===== config.mk =====
export PLATFORM = sky130hd
export DESIGN_NAME = pbfe_ctrl
export DESIGN_NICKNAME = d
export VERILOG_FILES = /design/src/hw/rtl/pbfe_pkg.sv /design/src/hw/rtl/pbfe_ctrl.sv
export SDC_FILE = /design/constraint.sdc
export NUM_CORES = 1
export LEC_CHECK = 0
export ABC_AREA = 1
export ABC_CLOCK_PERIOD_IN_PS = 1200
export BUFFER_PORTS_ARGS = -buffer_cell sky130_fd_sc_hd__buf_2
export CORE_AREA = 2 2 39 41
export CTS_BUF_LIST = sky130_fd_sc_hd__clkbuf_8
export DETAILED_ROUTE_END_ITERATION = 12
export DIE_AREA = 0 0 41 43
export GPL_TIMING_DRIVEN = 0
export PLACE_DENSITY = 0.44
export SLEW_MARGIN = 0
export SYNTH_ARGS = -nofsm -noshare
export SYNTH_HDL_FRONTEND = slang
export SYNTH_SLANG_ARGS = --single-unit
export TNS_END_PERCENT = 100

===== constraint.sdc =====
create_clock -name clk -period 1.2 [get_ports clk]
set_clock_uncertainty 0.1 [all_clocks]
set_input_delay 0.06 -clock clk [delete_from_list [all_inputs] [get_ports clk]]
set_output_delay 0.06 -clock clk [all_outputs]
set_load 0.005 [all_outputs]

===== src/hw/rtl/pbfe_pkg.sv =====
// package for the packet bit field extractor
// command codes, fixed field widths, controller/datapath structs, host swap rule
// no dependencies
`timescale 1ns / 1ps

package pbfe_pkg;

	localparam int PBFE_PACKET_BYTES = 2048;
	localparam int BUF_BITS          = 72;
	localparam int FIELD_BITS        = 64;
	localparam int SIZE_BITS         = 7;
	localparam int OFFSET_BITS       = 12;
	localparam int CMD_BITS          = 2;

	localparam logic [CMD_BITS-1:0] CMD_STORE   = 2'd0;
	localparam logic [CMD_BITS-1:0] CMD_READ    = 2'd1;
	localparam logic [CMD_BITS-1:0] CMD_REALIGN = 2'd2;
	localparam logic [CMD_BITS-1:0] CMD_END     = 2'd3;

	localparam logic [SIZE_BITS-1:0] MAX_FIELD = 7'd64;

	// commands from controller to datapath
	typedef struct packed {
		logic capture;
		logic store_byte;
		logic clear_packet;
		logic check;
		logic fill_read;
		logic fill_load;
		logic extract;
		logic load_out;
	} pbfe_ctl_t;

	// status from datapath to controller
	typedef struct packed {
		logic                skip;
		logic                need_fill;
	} pbfe_stat_t;

	// byte swap of a big-endian field as seen on a little-endian host
	function automatic logic [FIELD_BITS-1:0] host_swap(
		input logic [FIELD_BITS-1:0] v,
		input logic [SIZE_BITS-1:0]  n
	);
		logic [FIELD_BITS-1:0] r;
		r = v;
		if (n >= 7'd16 && n < 7'd32) begin
			r = {48'd0, v[7:0], v[15:8]};
		end else if (n == 7'd32) begin
			r = {32'd0, v[7:0], v[15:8], v[23:16], v[31:24]};
		end else if (n > 7'd32) begin
			for (int i = 0; i < 8; i++) begin
				r[8*i +: 8] = v[56-8*i +: 8];
			end
		end
		return r;
	endfunction

endpackage


===== src/hw/rtl/pbfe_ctrl.sv =====
// controller state machine of the packet bit field extractor
// drives datapath commands and the handshakes; uses pbfe_pkg
`timescale 1ns / 1ps

module pbfe_ctrl
	import pbfe_pkg::*;
(
	input  logic                clk,
	input  logic                arst_n,
	input  logic                in_valid,
	output logic                in_ready,
	input  logic [CMD_BITS-1:0] cmd,
	output logic                out_valid,
	input  logic                out_ready,
	input  pbfe_stat_t          stat,
	output pbfe_ctl_t           ctl
);

	localparam logic [2:0] S_IDLE    = 3'd0;
	localparam logic [2:0] S_CHECK   = 3'd1;
	localparam logic [2:0] S_FILL    = 3'd2;
	localparam logic [2:0] S_LOAD    = 3'd3;
	localparam logic [2:0] S_EXTRACT = 3'd4;
	localparam logic [2:0] S_OUT     = 3'd5;

	logic [2:0] state_q;
	logic [2:0] state_d;
	logic       out_valid_q;
	logic       accept;
	logic       out_free;

	assign in_ready  = (state_q == S_IDLE);
	assign accept    = in_valid && in_ready;
	assign out_free  = !out_valid_q || out_ready;
	assign out_valid = out_valid_q;

	always_comb begin
		state_d = state_q;
		ctl     = '0;
		case (state_q)
			S_IDLE: begin
				if (accept) begin
					ctl.capture      = 1'b1;
					ctl.store_byte   = (cmd == CMD_STORE);
					ctl.clear_packet = (cmd == CMD_END);
					if (cmd == CMD_READ) begin
						state_d = S_CHECK;
					end else if (cmd == CMD_REALIGN) begin
						state_d = S_OUT;
					end
				end
			end
			S_CHECK: begin
				ctl.check = 1'b1;
				state_d   = stat.skip ? S_OUT : S_FILL;
			end
			S_FILL: begin
				if (stat.need_fill) begin
					ctl.fill_read = 1'b1;
					state_d       = S_LOAD;
				end else begin
					state_d = S_EXTRACT;
				end
			end
			S_LOAD: begin
				ctl.fill_load = 1'b1;
				state_d       = S_FILL;
			end
			S_EXTRACT: begin
				ctl.extract = 1'b1;
				state_d     = S_OUT;
			end
			S_OUT: begin
				// wait for the output register to be free
				if (out_free) begin
					ctl.load_out = 1'b1;
					state_d      = S_IDLE;
				end
			end
			default: begin
				state_d = S_IDLE;
			end
		endcase
	end

	always_ff @(posedge clk or negedge arst_n) begin
		if (!arst_n) begin
			state_q     <= S_IDLE;
			out_valid_q <= 1'b0;
		end else begin
			state_q <= state_d;
			if (ctl.load_out) begin
				out_valid_q <= 1'b1;
			end else if (out_ready) begin
				out_valid_q <= 1'b0;
			end
		end
	end

	a_rise_from_out: assert property (@(posedge clk) disable iff (!arst_n)
		$rose(out_valid_q) |-> $past(state_q == S_OUT))
		else $error("result appeared outside the output state");

	a_no_result_cmds: assert property (@(posedge clk) disable iff (!arst_n)
		accept && (cmd == CMD_STORE || cmd == CMD_END) |=> state_q == S_IDLE)
		else $error("store or end item left the idle state");

	a_check_after_read: assert property (@(posedge clk) disable iff (!arst_n)
		accept && cmd == CMD_READ |=> state_q == S_CHECK)
		else $error("read item did not enter the check state");

endmodule


=== Word-level counts from Yosys, hierarchy flattened ===
Cells that the tools add are included.

* Add/subtract/negate cells: 0
* Multipliers: 0
* Divide/modulo/power cells: 0
* Order comparisons: 0
* Eq/ne operators: 11
* Shift-type cells: 0
* Muxes and demuxes: 18
* Bitwise logic cells: 0
* Reduce and logical (&&, ||, !) cells: 7

{| class="wikitable"
|+ Operators by type and width
! operator !! number
|-
| two-way mux 3 bit || 8
|-
| case mux 3 bit (6 select lines) || 1
|-
| two-way mux 1 bit || 9
|-
| equality test 3 x 2 -> 1 bit, second input constant || 2
|-
| equality test 3 bit, second input constant || 2
|-
| equality test 2 bit, second input constant || 2
|-
| equality test 3 x 1 -> 1 bit, second input constant || 1
|-
| logical NOT 3 bit || 1
|-
| != test 3 x 1 -> 1 bit, second input constant || 1
|-
| AND reduction 3 bit || 1
|-
| equality test 2 x 1 -> 1 bit, second input constant || 1
|-
| logical NOT 2 bit || 1
|-
| != test 2 x 1 -> 1 bit, second input constant || 1
|-
| != test 2 bit, second input constant || 1
|-
| nonzero test 2 bit || 1
|-
| logical AND 1 bit || 1
|-
| logical NOT 1 bit || 1
|-
| logical OR 1 bit || 1
|}

* Bits in registers: 4
* Bits in latches: 0
* Memory bits (writable): 0
* ROM bits: 0
* Bits of input ports: 8
* Output and inout bits: 10
* Logic and storage cells: 38
* Memories: 0

=== Depth between registers and ports, before layout ===
Gate-level depths: netlist of run 1.

* Depth in word-level cells: 5
* Depth in mapped cells: 7
* Depth with buffers taken out: 7

=== Least setup slack after synthesis of run 1 ===
No wires, ideal clock.

* Path kind: reg2reg
* Start point: register state_q[1]
* End point: register state_q[0]
* Setup time: 116 ps
* Data arrival time: 850 ps
* Required time: 984 ps
* Path slack: 134 ps
* Cell stages (with the launch flop): 7
* Buffers on the path: 0
* Period minus slack after synthesis: 1,066 ps
* Cell sequence: dfrtp_1 -> inv_2 -> nand3_1 -> nor2_2 -> a21oi_2 -> nand2_1 -> nand2_1

* Longest elaborated chain between the ends: 4
* Elaborated cells on any way between the ends: 12
* Classes of those cells: eq/ne (8); mux (1); reduce/logical (3)

{| class="wikitable"
|+ RTL lines
! element !! RTL line !! text
|-
| from (decl) || pbfe_ctrl.sv:26 || <nowiki>logic [2:0] state_q;</nowiki>
|-
| from (signal assigned) || pbfe_ctrl.sv:91 || <nowiki>state_q <= state_d;</nowiki>
|-
| logical NOT 3 bit || pbfe_ctrl.sv:32, pbfe_ctrl.sv:40 ||
|-
| logical AND 1 bit || pbfe_ctrl.sv:33 || <nowiki>assign accept = in_valid && in_ready;</nowiki>
|-
| != test 2 x 1 -> 1 bit (no line) || -- ||
|-
| AND reduction 3 bit (no line) || -- ||
|}

Several ways; a longest one is shown, not always the timed one.
A chain may end at the register's enable or synchronous reset.

==> flow_metrics.env, run 1 <==
export IMPL_viasPerCell=4.19
export IMPL_port_buffers=17
export IMPL_cp_end_kind="output pin"
export IMPL_insertion_delay_ns=0.22
export IMPL_clock_path_buffers=2
export IMPL_die_width_um=41
export IMPL_layout_setup_ws_ns=-0.114
export IMPL_cpPeakStageDelay_ns=0.38
export IMPL_postSynthCellCount=47
export IMPL_cp_required_ns=1.04
export IMPL_path_class="reg2out"
export IMPL_violations="negative setup slack"
export IMPL_placementRows=14
export IMPL_path_cells="buf_4 -> nor3_1 -> buf_2"
export IMPL_cp_slowest_cell="dfrtp_1"
export IMPL_syn_avg_cell_area_um2=6.44
export IMPL_grt_pass1_wl_um=1320
export IMPL_clock_sinks=4
export IMPL_dieArea_um2=1760
export IMPL_antenna_found_initial=0
export IMPL_yosys_warnings=0
export IMPL_firstDrtPassIters=4
export IMPL_grt_pass1_vias=359
export IMPL_ys_ff_latch=4
export IMPL_wl_um=847
export IMPL_critPathLaunchType="flop"
export IMPL_drcViolationCount=0
export IMPL_finalSetupViolCount=8
export IMPL_grt_max_degree=7
export IMPL_r2r_slack_ns=0.01
export IMPL_cp_max_fo=4
export IMPL_gp_congestion=0.633
export IMPL_utilization_pct=41.8
export IMPL_drive_gt1_share_pct=57.1
export IMPL_max_freq_mhz=761
export IMPL_clkTransAtPathRegs_ns=0.03
export IMPL_drt_wirelength_per_cell_um=9.11
export IMPL_fin_cells=93
export IMPL_place_worst_setup_slack_ns=0.0117
export IMPL_ant_nets=0
export IMPL_initial_core_util_pct=21.9
export IMPL_yosysSeqAreaShare_pct=33.1
export IMPL_dp_cells=80
export IMPL_status="finished with violations"
export IMPL_cts_root_buf="clkbuf_8"
export IMPL_io_pin_count=18
export IMPL_relSlewSlack_pct=84.3
export IMPL_htree_levels=1
export IMPL_dp_hpwl_um=578
export IMPL_diodes=0
export IMPL_dr_total_vias=390
export IMPL_drv_cap=0
export IMPL_finalHoldViolCount=0
export IMPL_rsz0062_at_grt="yes"
export IMPL_die_h_um=43
export IMPL_synth_area_um2=303
export IMPL_finalWorstPathRequiredPeriod_ns=1.31
export IMPL_core_area_um2=1380
export IMPL_tightest_slew_ns=0.234
export IMPL_power_mw=1.54
export IMPL_hold_class="in2reg"
export IMPL_cts_buffers_inserted=3
export IMPL_hold_ws_ns=0.0419
export IMPL_grt_overflow=0
export IMPL_critPathArrivalTime_ns=1.15
export IMPL_first_iter_violations=4
export IMPL_synth_cell_types=13
export IMPL_area_growth_pct=90.9
export IMPL_syn_nets=55
export IMPL_p_per_area_nw_per_um2=2670
export IMPL_cts_tree="built"
export IMPL_grtUsageTotal_pct=11.1
export IMPL_peakVddDrop_mv=0.864
export IMPL_final_max_slew_viol_count=0
export IMPL_finalCritPeriodShare_pct=110
export IMPL_nets=87
export IMPL_p_leak_nw=0.349
## timing repair
item | CTS | global route
pin swaps | 4 | 3
endpoints found under the setup margin | 7 | 11
gates resized for setup | 3 | 11
hold buffers | 1 | 0
setup buffers | 7 | 3
endpoints found under the hold margin | 4 | 0
## logic make-up (layout without fill, tap and decap cells)
group                  count (synthesis)  count (layout)  synth area share, %
buffers and inverters                 13              43                 16.1
AND/OR/NAND/NOR                       28              28                 46.3
flip-flops                             4               4                 33.1
AO/OA/AOI/OAI                          2               2                 4.54
## per-layer routing
metal	track usage (%)	vias up	share of wire (%)
met1	14.1	173	43
met5	0	-	0
met2	15.3	9	52
li1	-	208	-
met4	8.00	0	0
met3	3.14	0	4.7
## power breakdown
part           internal [mW]  switching, mW
clock network          0.214         0.0703
registers              0.211         0.0817
logic                  0.487          0.482
## area by class of cell
| type | instances | area (um2) |
|---|---|---|
| inverters | 13 | 51.3 |
| repair buffers | 27 | 166 |
| well taps | 16 | 20.0 |
| multi-input cells | 30 | 198 |
| clock buffers | 3 | 41.3 |
| fillers | 148 | 806 |
| flip-flops and latches | 4 | 101 |
## Yosys cell counts
cell type	n	area (um2)
nand2_4	1	11.3
a21oi_2	1	8.76
nor2_1	3	11.3
inv_1	11	41.3
nor2_2	1	6.26
nor2_4	1	11.3
a21oi_1	1	5.00
nand2_1	11	41.3
dfrtp_1	4	100
nand3_1	7	35.0
nand4_1	3	18.8
nor3_1	1	5.00
inv_2	2	7.51
## sequential cells by signal, summed over array words and instances, names as in the netlist
register	count
state_q	3
out_valid	1
## final timing paths
check | start | endpoint | cells past startpoint
setup reg to reg | state_q[0]$_DFFE_PN0P_ | state_q[0]$_DFFE_PN0P_ | 7
min in group asynchronous | arst_n | out_valid$_DFFE_PN0P_ | 2
max in group asynchronous | arst_n | state_q[2]$_DFFE_PN0P_ | 2
hold / removal | stat[1] | state_q[1]$_DFFE_PN0P_ | 4
setup / recovery | state_q[1]$_DFFE_PN0P_ | ctl[4] | 3
hold reg to reg | out_valid$_DFFE_PN0P_ | out_valid$_DFFE_PN0P_ | 2
## metrics by stage
stage	TNS, ns	area (um2)
global placement	0	408
finish	-0.521	578
CTS	-0.522	515
global route	-1.16	578
detailed placement	0	408
floorplan	0	303
## placed cells by master (no fill, tap or decap), drive strengths merged
| master | Yosys | final |
|---|---|---|
| a21oi | 2 | 2 |
| buf | 0 | 26 |
| clkbuf | 0 | 3 |
| dfrtp | 4 | 4 |
| dlygate4sd3 | 0 | 1 |
| inv | 13 | 13 |
| nand2 | 12 | 12 |
| nand3 | 7 | 7 |
| nand4 | 3 | 3 |
| nor2 | 5 | 5 |
| nor3 | 1 | 1 |
## worst max-delay path, delay by kind of cell, from the launching register on
family,cells,cell delay (ns)
flops,1,0.38
simple gates,1,0.24
buf+inv,2,0.31
(Power assumes the default switching activity.)
==> run 2, diff against run 1 <==
Settings changed: ABC_AREA 1 to unset, PLACE_DENSITY 0.44 to 0.49.
==> run 2 against run 1 <==
Against the previous run: critical endpoint is now ctl[0]; utilization grew 3.3 points; clock power is 3% lower; first-iteration DRC count is the same; largest cell class unchanged; routed wire length increased by 5.7%; the flow still finishes with violations (negative setup slack).
==> flow_metrics.env, run 2 <==
export IMPL_io_pin_count=18
export IMPL_dr_total_vias=378
export IMPL_hold_ws_ns=0.0302
export IMPL_multi_input_area_um2=258
export IMPL_wl_um=895
export IMPL_p_leak_nw=0.319
export IMPL_finalSetupViolCount=12
export IMPL_grtUsageTotal_pct=11.3
export IMPL_cts_root_buf="clkbuf_8"
export IMPL_ant_nets=0
export IMPL_max_freq_mhz=678
export IMPL_regArea_um2=101
export IMPL_synth_area_leader_cell="dfrtp_1"
export IMPL_ys_top_cells_by_count="nor2_1, dfrtp_1"
export IMPL_path_class="reg2out"
export IMPL_grt_pass1_vias=342
export IMPL_syn_avg_cell_area_um2=9.18
export IMPL_viasPerCell=4.55
export IMPL_place_worst_setup_slack_ns=-0.0996
export IMPL_die_h_um=43
export IMPL_port_buffers=17
export IMPL_final_common_cell="buf_2"
export IMPL_cp_required_ns=1.04
export IMPL_drv_cap=0
export IMPL_grt_max_degree=10
export IMPL_finalCritPeriodShare_pct=123
export IMPL_placementRows=14
export IMPL_postSynthCellCount=39
export IMPL_clock_path_buffers=2
export IMPL_placed_cell_area_um2=463
export IMPL_clock_sinks=4
export IMPL_drive_gt1_share_pct=65.7
export IMPL_peakVddDrop_mv=1.14
export IMPL_initial_core_util_pct=25.9
export IMPL_syn_nets=47
export IMPL_endpoint="ctl[0]"
export IMPL_num_fill_cells=146
export IMPL_cp_max_fo=3
export IMPL_r2r_slack_ns=-0.18
export IMPL_largest_register_ffs=3
export IMPL_violations="negative setup slack"
export IMPL_first_iter_violations=4
export IMPL_htree_levels=1
export IMPL_rsz0062_at_grt="yes"
export IMPL_drt_wirelength_per_cell_um=10.8
export IMPL_drcViolationCount=0
export IMPL_diodes=0
export IMPL_critPathArrivalTime_ns=1.31
export IMPL_finalHoldViolCount=0
export IMPL_layout_common_cells="buf_2, buf_6, buf_4"
export IMPL_gp_congestion=0.672
export IMPL_tightest_slew_ns=0.248
export IMPL_cp_end_kind="output pin"
export IMPL_grt_overflow=0
export IMPL_dp_cells=72
export IMPL_relSlewSlack_pct=83.3
export IMPL_core_area_um2=1380
export IMPL_nets=77
export IMPL_synth_top_area_share_pct=28.0
export IMPL_p_per_area_nw_per_um2=2800
export IMPL_synth_cell_types=25
export IMPL_grt_pass1_wl_um=1320
export IMPL_fin_cells=83
export IMPL_clkTransAtPathRegs_ns=0.03
export IMPL_insertion_delay_ns=0.21
export IMPL_final_max_slew_viol_count=0
export IMPL_worstReg2RegStart="state_q[0]$_DFFE_PN0P_"
export IMPL_cp_startpoint="state_q[1]$_DFFE_PN0P_"
export IMPL_ys_top_cells_by_area="dfrtp_1, buf_6, nor2_1"
export IMPL_power_mw=1.74
export IMPL_antenna_found_initial=0
export IMPL_finalWorstPathRequiredPeriod_ns=1.47
export IMPL_area_growth_pct=74.1
export IMPL_hold_class="in2reg"
export IMPL_yosys_warnings=0
export IMPL_dp_hpwl_um=590
export IMPL_ys_ff_latch=4
export IMPL_layout_setup_ws_ns=-0.274
export IMPL_synth_enable_flop_cells=0
export IMPL_die_width_um=41
export IMPL_reg2reg_depth=7
export IMPL_regMostFlops="state_q"
export IMPL_yosysSeqAreaShare_pct=28.0
export IMPL_firstDrtPassIters=4
export IMPL_status="finished with violations"
export IMPL_synthFlopType="dfrtp_1"
export IMPL_synth_area_um2=358
export IMPL_design_area_um2=623
export IMPL_r2r_end="state_q[0]$_DFFE_PN0P_"
export IMPL_critPathLaunchType="flop"
export IMPL_cts_tree="built"
export IMPL_cts_buffers_inserted=3
export IMPL_dieArea_um2=1760
export IMPL_async_flop_share_pct=100
export IMPL_synth_most_common_cell="nor2_1"
==> run 2: cell types whose count changed after synthesis, sizes merged, moves of 2 or more <==
cell / delta
inv: -11
nand4: -3
and3: +2
nand3: -7
nand2b: +3
buf: +3
o2bb2ai: +2
nand2: -10
==> run 2: timing repair <==
action                                  in CTS  in global routing
endpoints found under the hold margin        4                  0
hold buffers                                 1                  0
pin swaps                                    5                  5
buffers inserted                             5                  3
resized for setup                            4                 11
endpoints found under the setup margin      11                 12
==> run 2: cells by family (layout without fill, tap and decap cells) <==
group / count (synthesis) / count (layout) / share of synthesized area [%]
simple gates: 20 / 20 / 38.1
compound gates: 8 / 8 / 18.2
buf+inv: 5 / 33 / 10.5
flops: 4 / 4 / 28.0
xor+xnor: 1 / 1 / 2.45
mux: 1 / 1 / 2.80
==> run 2: power by group <==
group | internal, mW | total (mW) | switching [mW] | leakage (nW)
logic | 0.692 | 1.20 | 0.507 | 0.248
registers | 0.205 | 0.268 | 0.0633 | 0.0495
clock network | 0.213 | 0.275 | 0.0615 | 0.0216
==> run 2: metrics by stage <==
stage,util (%),setup TNS [ns]
3_5_place_dp,33.5,-0.379
2_1_floorplan,-,0
5_1_grt,45.0,-2.54
3_3_place_gp,33.5,-0.331
4_1_cts,41.2,-1.94
6_report,45.0,-1.90
==> run 2: cell type report <==
class | count | share of cell area [%]
clock buffer | 3 | 6.63
sequential | 4 | 16.3
buffer | 2 | 3.61
tap | 16 | 3.21
timing repair buffer | 26 | 27.7
inverter | 2 | 1.20
multi-input combinational | 30 | 41.4
==> run 2: worst min path at each step <==
| stage | from | cells past startpoint | slack (ns) | to |
|---|---|---|---|---|
| floorplan | arst_n | 0 | -0.34 | out_valid$_DFFE_PN0P_ |
| global placement | arst_n | 1 | -0.23 | state_q[1]$_DFFE_PN0P_ |
| detailed placement | arst_n | 1 | -0.23 | state_q[1]$_DFFE_PN0P_ |
| CTS | out_ready | 3 | 0.03 | out_valid$_DFFE_PN0P_ |
| global route | out_ready | 3 | 0.06 | out_valid$_DFFE_PN0P_ |
| finish | out_ready | 3 | 0.03 | out_valid$_DFFE_PN0P_ |
==> run 2: critical path: stages (launching register included) <==
cell and delay (ns):
dfrtp_1 0.40, buf_6 0.14, nand2b_4 0.13, or2_4 0.23, nor2_1 0.08, buf_2 0.11
==> run 2: metal layers <==
metal  wire length (um)  track usage (%)
met5                  0                0
met4                  0             4.00
met1                379             13.8
met3                 63             4.71
met2                451             17.2
